## src/design/dur_iso_pkg.sv

```systemverilog
// Shared types, constants and helper functions for the ISO 8601 duration formatter.
package dur_iso_pkg;

	localparam int FIELD_BITS_DEF = 16;
	localparam int NUM_PARTS      = 6;
	localparam int FIRST_TIME     = 3;
	localparam int PART_W         = 3;

	localparam logic [7:0] CH_P    = 8'h50;
	localparam logic [7:0] CH_T    = 8'h54;
	localparam logic [7:0] CH_Y    = 8'h59;
	localparam logic [7:0] CH_M    = 8'h4D;
	localparam logic [7:0] CH_D    = 8'h44;
	localparam logic [7:0] CH_H    = 8'h48;
	localparam logic [7:0] CH_S    = 8'h53;
	localparam logic [7:0] CH_ZERO = 8'h30;

	localparam logic [PART_W-1:0] PART_YEARS   = 3'd0;
	localparam logic [PART_W-1:0] PART_MONTHS  = 3'd1;
	localparam logic [PART_W-1:0] PART_DAYS    = 3'd2;
	localparam logic [PART_W-1:0] PART_HOURS   = 3'd3;
	localparam logic [PART_W-1:0] PART_MINUTES = 3'd4;
	localparam logic [PART_W-1:0] PART_SECONDS = 3'd5;

	typedef enum logic [2:0] {
		ST_IDLE,
		ST_PUT_P,
		ST_NEXT,
		ST_PUT_T,
		ST_CONV,
		ST_SCAN,
		ST_PUT_D,
		ST_PUT_L
	} state_t;

	// decimal digits needed for the largest value of a field this wide
	function automatic int dec_digits(input int bits);
		longint unsigned v;
		int n;
		v = (64'd1 << bits) - 64'd1;
		n = 0;
		for (int i = 0; i < 20; i++) begin
			if (v != 0) begin
				v = v / 10;
				n = n + 1;
			end
		end
		return n;
	endfunction

	function automatic logic [7:0] part_letter(input logic [PART_W-1:0] p);
		logic [7:0] ch;
		unique case (p)
			PART_YEARS:   ch = CH_Y;
			PART_MONTHS:  ch = CH_M;
			PART_DAYS:    ch = CH_D;
			PART_HOURS:   ch = CH_H;
			PART_MINUTES: ch = CH_M;
			default:      ch = CH_S;
		endcase
		return ch;
	endfunction

endpackage

```

## src/design/dur_iso_bcd.sv

```systemverilog
// Shared binary to BCD converter: shift-and-add-3, one input bit per cycle.
module dur_iso_bcd #(
	parameter int FIELD_BITS = dur_iso_pkg::FIELD_BITS_DEF,
	localparam int NDIG      = dur_iso_pkg::dec_digits(FIELD_BITS)
) (
	input  logic                        clk,
	input  logic                        arst_n,
	input  logic                        start,
	input  logic [FIELD_BITS-1:0]       value,
	output logic [NDIG-1:0][3:0]        digits,
	output logic                        done
);
	import dur_iso_pkg::*;

	localparam int CNT_W = $clog2(FIELD_BITS);

	logic                  busy_q;
	logic                  done_q;
	logic [CNT_W-1:0]      cnt_q;
	logic [FIELD_BITS-1:0] bin_q;
	logic [NDIG-1:0][3:0]  bcd_q;
	logic [NDIG-1:0][3:0]  adj;
	logic [NDIG*4-1:0]     adj_flat;

	always_comb begin
		for (int i = 0; i < NDIG; i++) begin
			adj[i] = (bcd_q[i] >= 4'd5) ? bcd_q[i] + 4'd3 : bcd_q[i];
		end
	end

	assign adj_flat = adj;

	always_ff @(posedge clk or negedge arst_n) begin
		if (!arst_n) begin
			busy_q <= 1'b0;
			done_q <= 1'b0;
			cnt_q  <= '0;
		end else begin
			done_q <= 1'b0;
			if (start) begin
				busy_q <= 1'b1;
				cnt_q  <= '0;
			end else if (busy_q) begin
				cnt_q <= cnt_q + CNT_W'(1);
				if (cnt_q == CNT_W'(FIELD_BITS - 1)) begin
					busy_q <= 1'b0;
					done_q <= 1'b1;
				end
			end
		end
	end

	always_ff @(posedge clk) begin
		if (start) begin
			bin_q <= value;
			bcd_q <= '0;
		end else if (busy_q) begin
			bin_q <= {bin_q[FIELD_BITS-2:0], 1'b0};
			bcd_q <= {adj_flat[NDIG*4-2:0], bin_q[FIELD_BITS-1]};
		end
	end

	assign digits = bcd_q;
	assign done   = done_q;

endmodule

```

## src/design/duration_to_iso8601_text_top.sv

```systemverilog
// Top level of the ISO 8601 duration formatter: sequencer, field store and output register.
//
// channel  dir  tdata (low bit up)                               tlast
// s_axis   in   years, months, days, hours, minutes, seconds     -
// m_axis   out  text_char                                        last_char
//
// Each nonzero part goes through the serial BCD converter, one bit a cycle, and then its
// digits and designator letter go out; zero parts are skipped, and the time designator
// is sent once ahead of the first nonzero time part. Characters leave at most one per
// cycle through a single output register.
// s_axis_tready is high only between durations; the next one can be taken while the final
// character still waits. A stall on m_axis holds the sequencer. Reset clears control only.
module duration_to_iso8601_text_top #(
	parameter int FIELD_BITS = dur_iso_pkg::FIELD_BITS_DEF,
	localparam int S_TDATA_W = ((dur_iso_pkg::NUM_PARTS * FIELD_BITS + 7) / 8) * 8
) (
	input  logic                 clk,
	input  logic                 arst_n,
	input  logic                 s_axis_tvalid,
	output logic                 s_axis_tready,
	// years, months, days, hours, minutes, seconds; zero fill at the top
	input  logic [S_TDATA_W-1:0] s_axis_tdata,
	output logic                 m_axis_tvalid,
	input  logic                 m_axis_tready,
	// text_char
	output logic [7:0]           m_axis_tdata,
	output logic                 m_axis_tlast
);
	import dur_iso_pkg::*;

	localparam int NDIG  = dec_digits(FIELD_BITS);
	localparam int DIG_W = $clog2(NDIG);

	state_t state_q, state_d;

	logic [NUM_PARTS-1:0][FIELD_BITS-1:0] in_fields;
	logic [FIELD_BITS-1:0]                vals_q [NUM_PARTS];
	logic [NUM_PARTS-1:0]                 nz_q;
	logic [PART_W-1:0]                    part_q;
	logic                                 t_sent_q;
	logic [DIG_W-1:0]                     dig_q;
	logic [DIG_W-1:0]                     top_idx;
	logic [NDIG-1:0][3:0]                 digits;
	logic                                 bcd_done;
	logic                                 bcd_start;

	logic       s_acc;
	logic       out_free;
	logic       emit;
	logic [7:0] emit_char;
	logic       emit_last;
	logic       last_letter;
	logic       part_nz;
	logic       need_t;

	logic       m_valid_q;
	logic [7:0] m_data_q;
	logic       m_last_q;

	always_comb begin
		for (int i = 0; i < NUM_PARTS; i++) begin
			in_fields[i] = s_axis_tdata[i*FIELD_BITS +: FIELD_BITS];
		end
	end

	assign s_acc       = s_axis_tvalid && s_axis_tready;
	assign out_free    = !m_valid_q || m_axis_tready;
	assign part_nz     = nz_q[part_q];
	assign need_t      = (part_q >= PART_W'(FIRST_TIME)) && !t_sent_q;
	assign last_letter = ((nz_q >> (part_q + 3'd1)) == '0);

	// most significant nonzero digit
	always_comb begin
		top_idx = '0;
		for (int i = 0; i < NDIG; i++) begin
			if (digits[i] != 4'd0) top_idx = DIG_W'(i);
		end
	end

	dur_iso_bcd #(.FIELD_BITS(FIELD_BITS)) u_bcd (
		.clk    (clk),
		.arst_n (arst_n),
		.start  (bcd_start),
		.value  (vals_q[part_q]),
		.digits (digits),
		.done   (bcd_done)
	);

	// next state
	always_comb begin
		state_d = state_q;
		unique case (state_q)
			ST_IDLE:  if (s_acc) state_d = ST_PUT_P;
			ST_PUT_P: if (out_free) state_d = (nz_q == '0) ? ST_IDLE : ST_NEXT;
			ST_NEXT: begin
				if (part_q >= PART_W'(NUM_PARTS)) state_d = ST_IDLE;
				else if (!part_nz)                state_d = ST_NEXT;
				else if (need_t)                  state_d = ST_PUT_T;
				else                              state_d = ST_CONV;
			end
			ST_PUT_T: if (out_free) state_d = ST_NEXT;
			ST_CONV:  if (bcd_done) state_d = ST_SCAN;
			ST_SCAN:  state_d = ST_PUT_D;
			ST_PUT_D: if (out_free && dig_q == '0) state_d = ST_PUT_L;
			ST_PUT_L: if (out_free) state_d = last_letter ? ST_IDLE : ST_NEXT;
			default:  state_d = ST_IDLE;
		endcase
	end

	// sequencer outputs
	always_comb begin
		s_axis_tready = 1'b0;
		bcd_start     = 1'b0;
		emit          = 1'b0;
		emit_char     = CH_P;
		emit_last     = 1'b0;
		unique case (state_q)
			ST_IDLE: s_axis_tready = 1'b1;
			ST_PUT_P: begin
				emit      = out_free;
				emit_char = CH_P;
				emit_last = (nz_q == '0);
			end
			ST_NEXT: bcd_start = (part_q < PART_W'(NUM_PARTS)) && part_nz && !need_t;
			ST_PUT_T: begin
				emit      = out_free;
				emit_char = CH_T;
			end
			ST_PUT_D: begin
				emit      = out_free;
				emit_char = CH_ZERO + {4'd0, digits[dig_q]};
			end
			ST_PUT_L: begin
				emit      = out_free;
				emit_char = part_letter(part_q);
				emit_last = last_letter;
			end
			default: ;
		endcase
	end

	always_ff @(posedge clk or negedge arst_n) begin
		if (!arst_n) state_q <= ST_IDLE;
		else         state_q <= state_d;
	end

	always_ff @(posedge clk or negedge arst_n) begin
		if (!arst_n) begin
			nz_q     <= '0;
			part_q   <= '0;
			t_sent_q <= 1'b0;
			dig_q    <= '0;
		end else begin
			unique case (state_q)
				ST_IDLE: begin
					if (s_acc) begin
						for (int i = 0; i < NUM_PARTS; i++) nz_q[i] <= |in_fields[i];
						part_q   <= '0;
						t_sent_q <= 1'b0;
					end
				end
				ST_NEXT: begin
					if (part_q < PART_W'(NUM_PARTS) && !part_nz)
						part_q <= part_q + PART_W'(1);
				end
				ST_PUT_T: if (out_free) t_sent_q <= 1'b1;
				ST_SCAN:  dig_q <= top_idx;
				ST_PUT_D: if (out_free && dig_q != '0) dig_q <= dig_q - DIG_W'(1);
				ST_PUT_L: if (out_free) part_q <= part_q + PART_W'(1);
				default: ;
			endcase
		end
	end

	always_ff @(posedge clk) begin
		if (s_acc) begin
			for (int i = 0; i < NUM_PARTS; i++) vals_q[i] <= in_fields[i];
		end
	end

	// output register
	always_ff @(posedge clk or negedge arst_n) begin
		if (!arst_n) begin
			m_valid_q <= 1'b0;
		end else if (emit) begin
			m_valid_q <= 1'b1;
		end else if (m_axis_tready) begin
			m_valid_q <= 1'b0;
		end
	end

	always_ff @(posedge clk) begin
		if (emit) begin
			m_data_q <= emit_char;
			m_last_q <= emit_last;
		end
	end

	assign m_axis_tvalid = m_valid_q;
	assign m_axis_tdata  = m_data_q;
	assign m_axis_tlast  = m_last_q;

endmodule

```

## config.mk

```make
export PLATFORM = sky130hd
export DESIGN_NAME = duration_to_iso8601_text_top
export DESIGN_NICKNAME = d
export VERILOG_FILES = /design/src/design/dur_iso_pkg.sv /design/src/design/dur_iso_bcd.sv /design/src/design/duration_to_iso8601_text_top.sv
export SDC_FILE = /design/constraint.sdc
export NUM_CORES = 1
export LEC_CHECK = 0
export BUFFER_PORTS_ARGS = -buffer_cell sky130_fd_sc_hd__buf_4
export CORE_ASPECT_RATIO = 1.4
export CORE_MARGIN = 2
export CORE_UTILIZATION = 57
export CTS_CLUSTER_SIZE = 40
export DETAILED_ROUTE_END_ITERATION = 8
export GPL_ROUTABILITY_DRIVEN = 0
export PLACE_DENSITY = 0.8
export SLEW_MARGIN = 10
export SYNTH_ARGS = -nofsm -noshare
export SYNTH_HDL_FRONTEND = slang
export SYNTH_SLANG_ARGS = --single-unit
```

## constraint.sdc

```tcl
create_clock -name clk -period 4.8 [get_ports clk]
set_input_delay 1.44 -clock clk [delete_from_list [all_inputs] [get_ports clk]]
set_output_delay 1.44 -clock clk [all_outputs]
set_load 0.01 [all_outputs]
```

# After elaboration in Yosys (flattened, before gate mapping)
# Memories as Yosys holds them, arrays and structs flattened.
# Index checks and enable logic that the tools add are counted.
# word_totals
regBits	68
ramBits	96
inputBits	100
out_inout_bits	11
word_cells	152
n_memories	1
# op_classes
addsub	9
magnitude_cmp	10
n_eq_ne	20
shifts	1
mux	54
n_reduce_logical	40
# memory_table
name	words	width	rd	rd_ports_with_merged_regs	write_ports	line_no	rtl
vals_q	6	16	1	0	6	duration_to_iso8601_text_top.sv:37	logic [FIELD_BITS-1:0] vals_q [NUM_PARTS];
# ops
op	count
$reduce_or A16 Y1	6
$mux W3	17
$mux W16	2
$mux W4	7
$pmux W3 S8	1
$pmux W7 S3	1
$ge A4 B3 Y1 const B	5
$pmux W5 S4	1
$mux W1	17
$add A4 B2 Y4 const B	4
$reduce_bool A4 Y1	4
$eq A3 B3 Y1 const B	5
$ne A2 B2 Y1 const B	7
$bmux W4 S3	1
$eq A3 B2 Y1 const B	4
$logic_not A6 Y1	2
$logic_not A3 Y1	3
$pmux W3 S3	1
$lt A3 B4 Y1 const B	2
$reduce_bool A2 Y1	4
$add A6 B4 Y7 const A	1
$logic_and A1 B1 Y1	7
$eq A3 B1 Y1 const B	2
$pmux W3 S2	1
other kinds (22)	29

# Longest topological paths before layout
# Gate-level depths: netlist (run 1).
# logic_depth
depth_word	6
mapped_depth	10

# Cells and area by module
# A second synthesis (run 1) with hierarchy kept.
# hier_totals
cells_unflattened	588
hier_area_um2	7594.8
# by_module_without_submodules
module	instances	cells_per_inst	area_each_um2	seq_area_each_um2
duration_to_iso8601_text_top	1	384	5475.3	3548.4
dur_iso_bcd	1	204	2119.5	1031.0

# Worst setup path before layout (run 1)
# OpenSTA, ideal clock, no wires.
# synth_timing
path_kind	input to register
from	input s_axis_tvalid
to	memory vals_q[0][0] (netlist name), enable pin
arrival_ps	4487
path_slack_ps	-185
stages	3
path_buffers	1
path_cell_list	nand2_1 -> nor2_1 -> clkbuf_1
# synth_rtl
item	line_no	rtl
start, declared	duration_to_iso8601_text_top.sv:19	input logic s_axis_tvalid,
end, declared	duration_to_iso8601_text_top.sv:37	

# Worst setup path after layout (run 1)
# layout_timing
from	register part_q[2]
to	register u_bcd.bin_q[4], enable pin
# layout_via
elab_chain_cells	6
elab_cells_between_ends	10
cone_classes	order compare: 2; mux: 3; reduce/logical: 5
# layout_lines
item	line_no	rtl
start, declared	duration_to_iso8601_text_top.sv:39	logic [PART_W-1:0] part_q;
start signal, assigned	duration_to_iso8601_text_top.sv:164	part_q <= part_q + PART_W'(1);
start signal, assigned	duration_to_iso8601_text_top.sv:169	ST_PUT_L: if (out_free) part_q <= part_q + PART_W'(1);
$bmux W1 S3 / $ge A3 B2 Y1 (equally long branches)	duration_to_iso8601_text_top.sv:68, duration_to_iso8601_text_top.sv:69	
$mux W1 (not written as such) / $logic_and A1 B1 Y1 (equally long branches)	duration_to_iso8601_text_top.sv:68, duration_to_iso8601_text_top.sv:69	
$logic_and A1 B1 Y1 / $logic_not A1 Y1 (equally long branches)	duration_to_iso8601_text_top.sv:124	ST_NEXT: bcd_start = (part_q < PART_W'(NUM_PARTS)) && part_nz && !need_t;
$logic_and A1 B1 Y1 *	duration_to_iso8601_text_top.sv:124	
$mux W1 *	duration_to_iso8601_text_top.sv:117	unique case (state_q)
$reduce_bool A2 Y1 (no source line) *	--	
end signal, assigned	dur_iso_bcd.sv:55	bin_q <= value;
end signal, assigned	dur_iso_bcd.sv:58	bin_q <= {bin_q[FIELD_BITS-2:0], 1'b0};
end, declared	dur_iso_bcd.sv:20	logic [FIELD_BITS-1:0] bin_q;
# Mark *: on every way between the ends. The rest lies on a longest branch, timed or not. The select of a mux whose other input is x is not followed.
# A chain may end at the register's enable or synchronous reset.

==> results of run 1 <==
==> worst min path at each step <==
stage,startpoint,to,slack [ns],cells after the start
final,u_bcd.digits[19],u_bcd.digits[19],0.51,2
after global routing,u_bcd.digits[19],u_bcd.digits[19],0.52,2
after CTS,u_bcd.digits[19],u_bcd.digits[19],0.50,2
after detailed placement,u_bcd.bin_q[15],u_bcd.digits[0],0.48,2
after global placement,u_bcd.digits[19],u_bcd.digits[19],0.47,2
after floorplan,u_bcd.digits[19],u_bcd.digits[19],0.45,2
==> worst max-delay path: stages, from the launching register on <==
cell,delay (ns)
dfrtp_1,0.63
inv_1,0.51
ha_1,0.40
a211oi_1,0.27
nor2_1,0.13
nor3_4,0.59
or2_2,0.48
==> metal layers <==
layer	wire [µm]	GRT usage, %	up-vias
li1	-	-	2383
met1	5970	28.1	2480
met2	8450	40.6	217
met3	943	6.64	45
met4	524	11.0	0
met5	0	0	-
==> cell families after synthesis <==
family / count (synthesis) / share of synthesized area, %
buffers and inverters: 50 / 2.92
XOR/XNOR: 12 / 1.39
adder cells (fa/ha/maj): 18 / 2.99
multiplexers: 63 / 12.0
AND/OR/NAND/NOR: 161 / 10.8
other: 1 / 0.0497
AO/OA/AOI/OAI: 111 / 9.11
flip-flops: 163 / 60.7
==> through the flow <==
step | util, % | power (mW) | worst slack [ns] | area [µm²]
finish | 69.8 | 5.43 | 1.43 | 8980
global route | 69.8 | 5.76 | 1.13 | 8980
CTS | 69.8 | 5.45 | 1.45 | 8980
detailed placement | 65.6 | 4.21 | 1.46 | 8450
global placement | 65.6 | 4.11 | 1.65 | 8450
floorplan | - | 3.71 | 1.34 | 7540
==> flip-flops by register name, indices dropped and copies added (netlist names), 3 cells and up <==
name,count
u_bcd.digits,20
u_bcd.bin_q,16
u_bcd.cnt_q,4
state_q,3
nz_q,6
part_q,3
m_axis_tdata,7
vals_q,96
dig_q,3
==> cell usage in the layout (no fill, tap or decap), types with 4 or more instances in the layout <==
cell	synthesis	routed
a21o_1	6	6
a21oi_1	29	29
and4_1	6	6
buf_4	5	112
clkbuf_16	0	17
clkinv_2	0	4
clkinv_4	0	5
dfrtp_1	23	22
dfxtp_1	20	20
edfxtp_1	120	120
ha_1	18	18
inv_1	19	19
mux2_2	16	16
mux2i_1	27	27
mux4_2	20	20
nand2_1	43	43
nand2b_1	13	13
nand3_1	16	16
nor2_1	34	33
nor2b_1	9	9
nor3_1	5	5
nor4_1	24	24
o211ai_1	5	5
o21ai_0	42	42
xnor2_1	10	10
==> layout make-up <==
cell class / instances / area, µm²
sequential: 163 / 4580
fill: 871 / 3890
multi-input combinational: 366 / 2750
timing repair buffer: 113 / 861
clock buffer: 17 / 425
tap: 153 / 191
clock inverter: 14 / 105
inverter: 19 / 71.3
==> where the power goes <==
| part | switching [mW] | internal [mW] |
|---|---|---|
| registers | 0.354 | 2.00 |
| logic | 0.967 | 0.888 |
| clock network | 0.562 | 0.663 |
| total | 1.88 | 3.55 |
==> flow_metrics.tcl, run 1 <==
set metrics [dict create \
    holdBufCountCts 0 \
    worstMarginPinSlew_ns 1.14 \
    root_buffer "clkbuf_16" \
    wl_um 15900 \
    clock_insertion_delay_worst_skew_ns 0.43 \
    synth_area_mm2 0.00754 \
    worstSetupStartpointType "flop" \
    dp.cells 814 \
    grt_pass1_vias 5199 \
    avgSynthCellArea_um2 13.0 \
    cts_max_level 4 \
    required_ns 4.89 \
    ys_types 53 \
    finalCritPeriodShare_pct 70.3 \
    p_leak_nw 3.48 \
    row_count 49 \
    ys.flop_type "edfxtp_1" \
    synth_fp_nets 697 \
    setup_viol 0 \
    min_path_type "reg -> reg" \
    crit_end "u_bcd.bin_q[4]" \
    yosysSeqAreaShare_pct 60.7 \
    clk_pin_slew_worst_paths_ns 0.07 \
    tns_ns 0 \
    yosysMostFrequentCell "edfxtp_1" \
    max_cap_violations 0 \
    maxSlewHeadroom_pct 23.9 \
    cts_buffers 17 \
    firstDrtPassIters 5 \
    drive_gt1_share_pct 26.7 \
    grt_pass1_wl_um 25700 \
    post_cts_resized 0 \
    wl_per_cell_um 18.8 \
    drcViolationCount 0 \
    synth-seq-cells 163 \
    die-area_mm2 0.0142 \
    p_per_area_mw_per_mm2 605 \
    port_buffers 109 \
    die_y_um 140 \
    rr_worst_depth 6 \
    reg2reg_to "u_bcd.bin_q[4]" \
    arrival_ns 3.46 \
    ys_async_sr_fraction_pct 14.1 \
    rsz0062_at_grt "false" \
    ant_nets 0 \
    nNetsFinal 798 \
    report.final.slew_viol_count 0 \
    vias 5125 \
    critPathKind "reg -> reg" \
    peakVddDrop_uv 464 \
    dp_hpwl_um 11500 \
    cts_tree "done" \
    fp.coreArea_mm2 0.0129 \
    yosysTopAreaCell "edfxtp_1" \
    instances_no_fill 845 \
    path_max_fanout 34 \
    antenna_found_initial 0 \
    initial_core_util_pct 58.6 \
    grt_start_max_net_pins 109 \
    r2r_slack_ns 1.43 \
    grt_overflow 0 \
    syn_to_final_growth_pct 19.1 \
    synth_edf_count 120 \
    clk_path_buf_depth 2 \
    die_w_um 101 \
    cts_sinks 163 \
    fin_crit_ns 3.37 \
    hold_viol_final 0 \
    synth_common_cells "edfxtp_1 (120), nand2_1 (43), o21ai_0 (42)" \
    post_cts_buffers 0 \
    hold-worst-slack_ns 0.509 \
    cp-startpoint "part_q[2]" \
    timing.rr.start "part_q[2]" \
    yosysWarnings 0 \
    syn_inst 579 \
    fin_skew_ns 0.0114 \
    viasPerCell 6.07 \
    max_freq_ghz 0.297 \
    design.portCount 111 \
    dr.first_iter.drc_count 380 \
    synth_top_area_share_pct 47.8 \
    status "completed" \
    grt_usage_pct 24.0 \
    diodes 0 \
    end_kind "flop" \
    synth_area_leaders "edfxtp_1 (48%), dfrtp_1 (7.6%), mux4_2 (6.0%), dfxtp_1 (5.3%), mux2i_1 (3.6%)" \
]
Note: power is estimated with default switching activity, not from simulation.
==> run 2: changes to the inputs <==
- ABC_AREA: default -> 1
- CORE_UTILIZATION: 57 -> 52
- PLACE_DENSITY: 0.8 -> 0.76
- clock period: 4.8 -> 2.8 ns (I/O delays scaled with it)
==> run 2 against run 1 <==
Compared with the run above:
- utilization shrank 5.5 points
- sequential share of layout area decreased by 2.1 points
- largest power group unchanged
- hold slack worse by 0.20 ns
- critical path depth decreased by 2
- non-clock buffer count rose by 10
- register-to-register slack worse by 0.77 ns
- worst setup slack got worse by 0.85 ns
- cell count grew 34%
- critical endpoint is now s_axis_tready
- first-iteration DRC count decreased by 3.4%
==> flow_metrics.tcl, run 2 <==
set metrics [dict create \
    status "completed" \
    clk_pin_slew_worst_paths_ns 0.07 \
    drive_gt1_share_pct 17.9 \
    worstMarginPinSlew_ns 0.638 \
    hold_viol_final 0 \
    ant_nets 0 \
    initial_core_util_pct 53.3 \
    wl_um 18400 \
    die_w_um 107 \
    synth_area_mm2 0.00777 \
    port_buffers 109 \
    peakVddDrop_uv 392 \
    synth_common_cells "nand2_1 (189), edfxtp_1 (120), inv_1 (95)" \
    avgSynthCellArea_um2 9.45 \
    grt_pass1_wl_um 28800 \
    min_path_type "in -> async" \
    ys.flop_type "edfxtp_1" \
    row_count 52 \
    yosysSeqAreaShare_pct 58.9 \
    fin_skew_ns 0.00822 \
    p_per_area_mw_per_mm2 534 \
    fp.coreArea_mm2 0.0146 \
    final_area_mm2 0.00937 \
    grt_pass1_vias 5914 \
    ys_types 40 \
    seq_area_mm2 0.00458 \
    post_cts_resized 0 \
    path_max_fanout 8 \
    p_leak_nw 4.11 \
    post_cts_buffers 0 \
    wl_per_cell_um 16.2 \
    nNetsFinal 1051 \
    max_freq_ghz 0.449 \
    grt_usage_pct 23.7 \
    antenna_found_initial 0 \
    rsz0062_at_grt "false" \
    cts_sinks 163 \
    end_kind "output pin" \
    syn_to_final_growth_pct 20.5 \
    synth_top_area_share_pct 46.3 \
    yosysTopAreaCell "edfxtp_1" \
    report.final.slew_viol_count 0 \
    yosysWarnings 0 \
    ys_async_sr_fraction_pct 14.1 \
    syn_inst 823 \
    die-area_mm2 0.0160 \
    fin_util_pct 64.3 \
    maxSlewHeadroom_pct 57.3 \
    dpl_cell_area_mm2 0.00878 \
    multi_input_area_mm2 0.00263 \
    synth_edf_count 120 \
    arrival_ns 1.39 \
    dp_hpwl_um 13800 \
    worstSetupStartpointType "flop" \
    clock_insertion_delay_worst_skew_ns 0.43 \
    cts_buffers 17 \
    tns_ns 0 \
    instances_no_fill 1135 \
    synth_fp_nets 941 \
    required_ns 1.96 \
    viasPerCell 5.37 \
    cts_tree "done" \
    dr.first_iter.drc_count 367 \
    n_fill_cell 1168 \
    grt_start_max_net_pins 73 \
    dp.cells 1103 \
    finalCritPeriodShare_pct 79.5 \
    critPathKind "reg -> out" \
    root_buffer "clkbuf_16" \
    largest_register_ffs 96 \
    firstDrtPassIters 5 \
    drcViolationCount 0 \
    final_common_cell "nand2_1" \
    fin_crit_ns 2.23 \
    setup_viol 0 \
    max_cap_violations 0 \
    top_register "vals_q" \
    clk_path_buf_depth 2 \
    synth-seq-cells 163 \
    yosysMostFrequentCell "nand2_1" \
    diodes 0 \
    final_cell_mix "nand2_1 (189), buf_4 (121), edfxtp_1 (120)" \
    synth_area_leaders "edfxtp_1 (46%), nand2_1 (9.1%), dfrtp_1 (7.4%), o21ai_0 (5.3%), dfxtp_1 (5.1%)" \
    holdBufCountCts 0 \
    vias 6099 \
    die_y_um 149 \
    r2r_slack_ns 0.66 \
    cts_max_level 4 \
    grt_overflow 0 \
    design.portCount 111 \
]
-- run 2: cell types whose count changed after synthesis, sizes merged, moves of 27 or more --
cell | previous run | this run
inv | 19 | 100
nor2 | 34 | 65
o21ai | 43 | 87
nand3 | 16 | 54
nand2 | 43 | 191
mux2i | 27 | 0
-- run 2: worst paths after layout --
path                                   from          endpoint  cells after the start
max in group asynchronous            arst_n          dig_q[0]                      1
min in group clk           u_bcd.digits[18]  u_bcd.digits[19]                      2
setup / recovery                 state_q[0]     s_axis_tready                      4
hold / removal                       arst_n         part_q[1]                      1
hold reg to reg            u_bcd.digits[18]  u_bcd.digits[19]                      2
setup reg to reg                  part_q[1]    u_bcd.bin_q[6]                      7
-- run 2: final cells by class --
type,count,area share (%)
clock buffer,17,4.54
multi-input combinational,526,28.1
clock inverter,15,1.70
timing repair buffer,123,10.1
sequential,163,48.9
inverter,102,4.14
tap,189,2.52
-- run 2: per-stage QoR --
stage | total power [mW] | setup WS (ns) | hold slack (ns)
floorplan | 2.65 | 0.289 | 0.471
global placement | 2.79 | 0.714 | 0.488
detailed placement | 2.79 | 0.641 | 0.512
CTS | 5.03 | 0.554 | 0.303
global route | 5.15 | 0.424 | 0.308
finish | 5.01 | 0.574 | 0.305
-- run 2: worst max-delay path, stage by stage, from the launching register on --
cell and delay, ns:
dfrtp_1 0.49, nor2_1 0.16, nand2_1 0.11, inv_1 0.08
buf_4 0.11
-- run 2: where the power goes --
| group | total (mW) | internal (mW) | leakage [nW] | switching [mW] |
|---|---|---|---|---|
| clock | 2.27 | 1.20 | 0.289 | 1.07 |
| sequential | 2.58 | 2.58 | 1.47 | 0.0000000000000000470 |
| combinational | 0.151 | 0.0929 | 2.35 | 0.0583 |
-- run 2: cells by family (layout without fill, tap and decap cells) --
| logic type | count (synthesis) | count (layout) | synth area share (%) |
|---|---|---|---|
| other | 1 | 1 | 0.0482 |
| and+or+nand+nor | 349 | 349 | 19.2 |
| DFF | 163 | 163 | 58.9 |
| adders and majority gates | 18 | 18 | 2.90 |
| xor gates and xnor gates | 10 | 10 | 1.13 |
| buffers and inverters | 134 | 257 | 7.27 |
| AOI/OAI and AO/OA | 148 | 148 | 10.5 |
-- run 2: per-layer routing --
metal	GRT usage (%)	vias up	share of wire, %
met1	26.9	2852	38
met4	10.7	0	3.6
met2	42.9	206	53
met5	0	-	0
li1	-	3006	-
met3	4.65	35	4.7
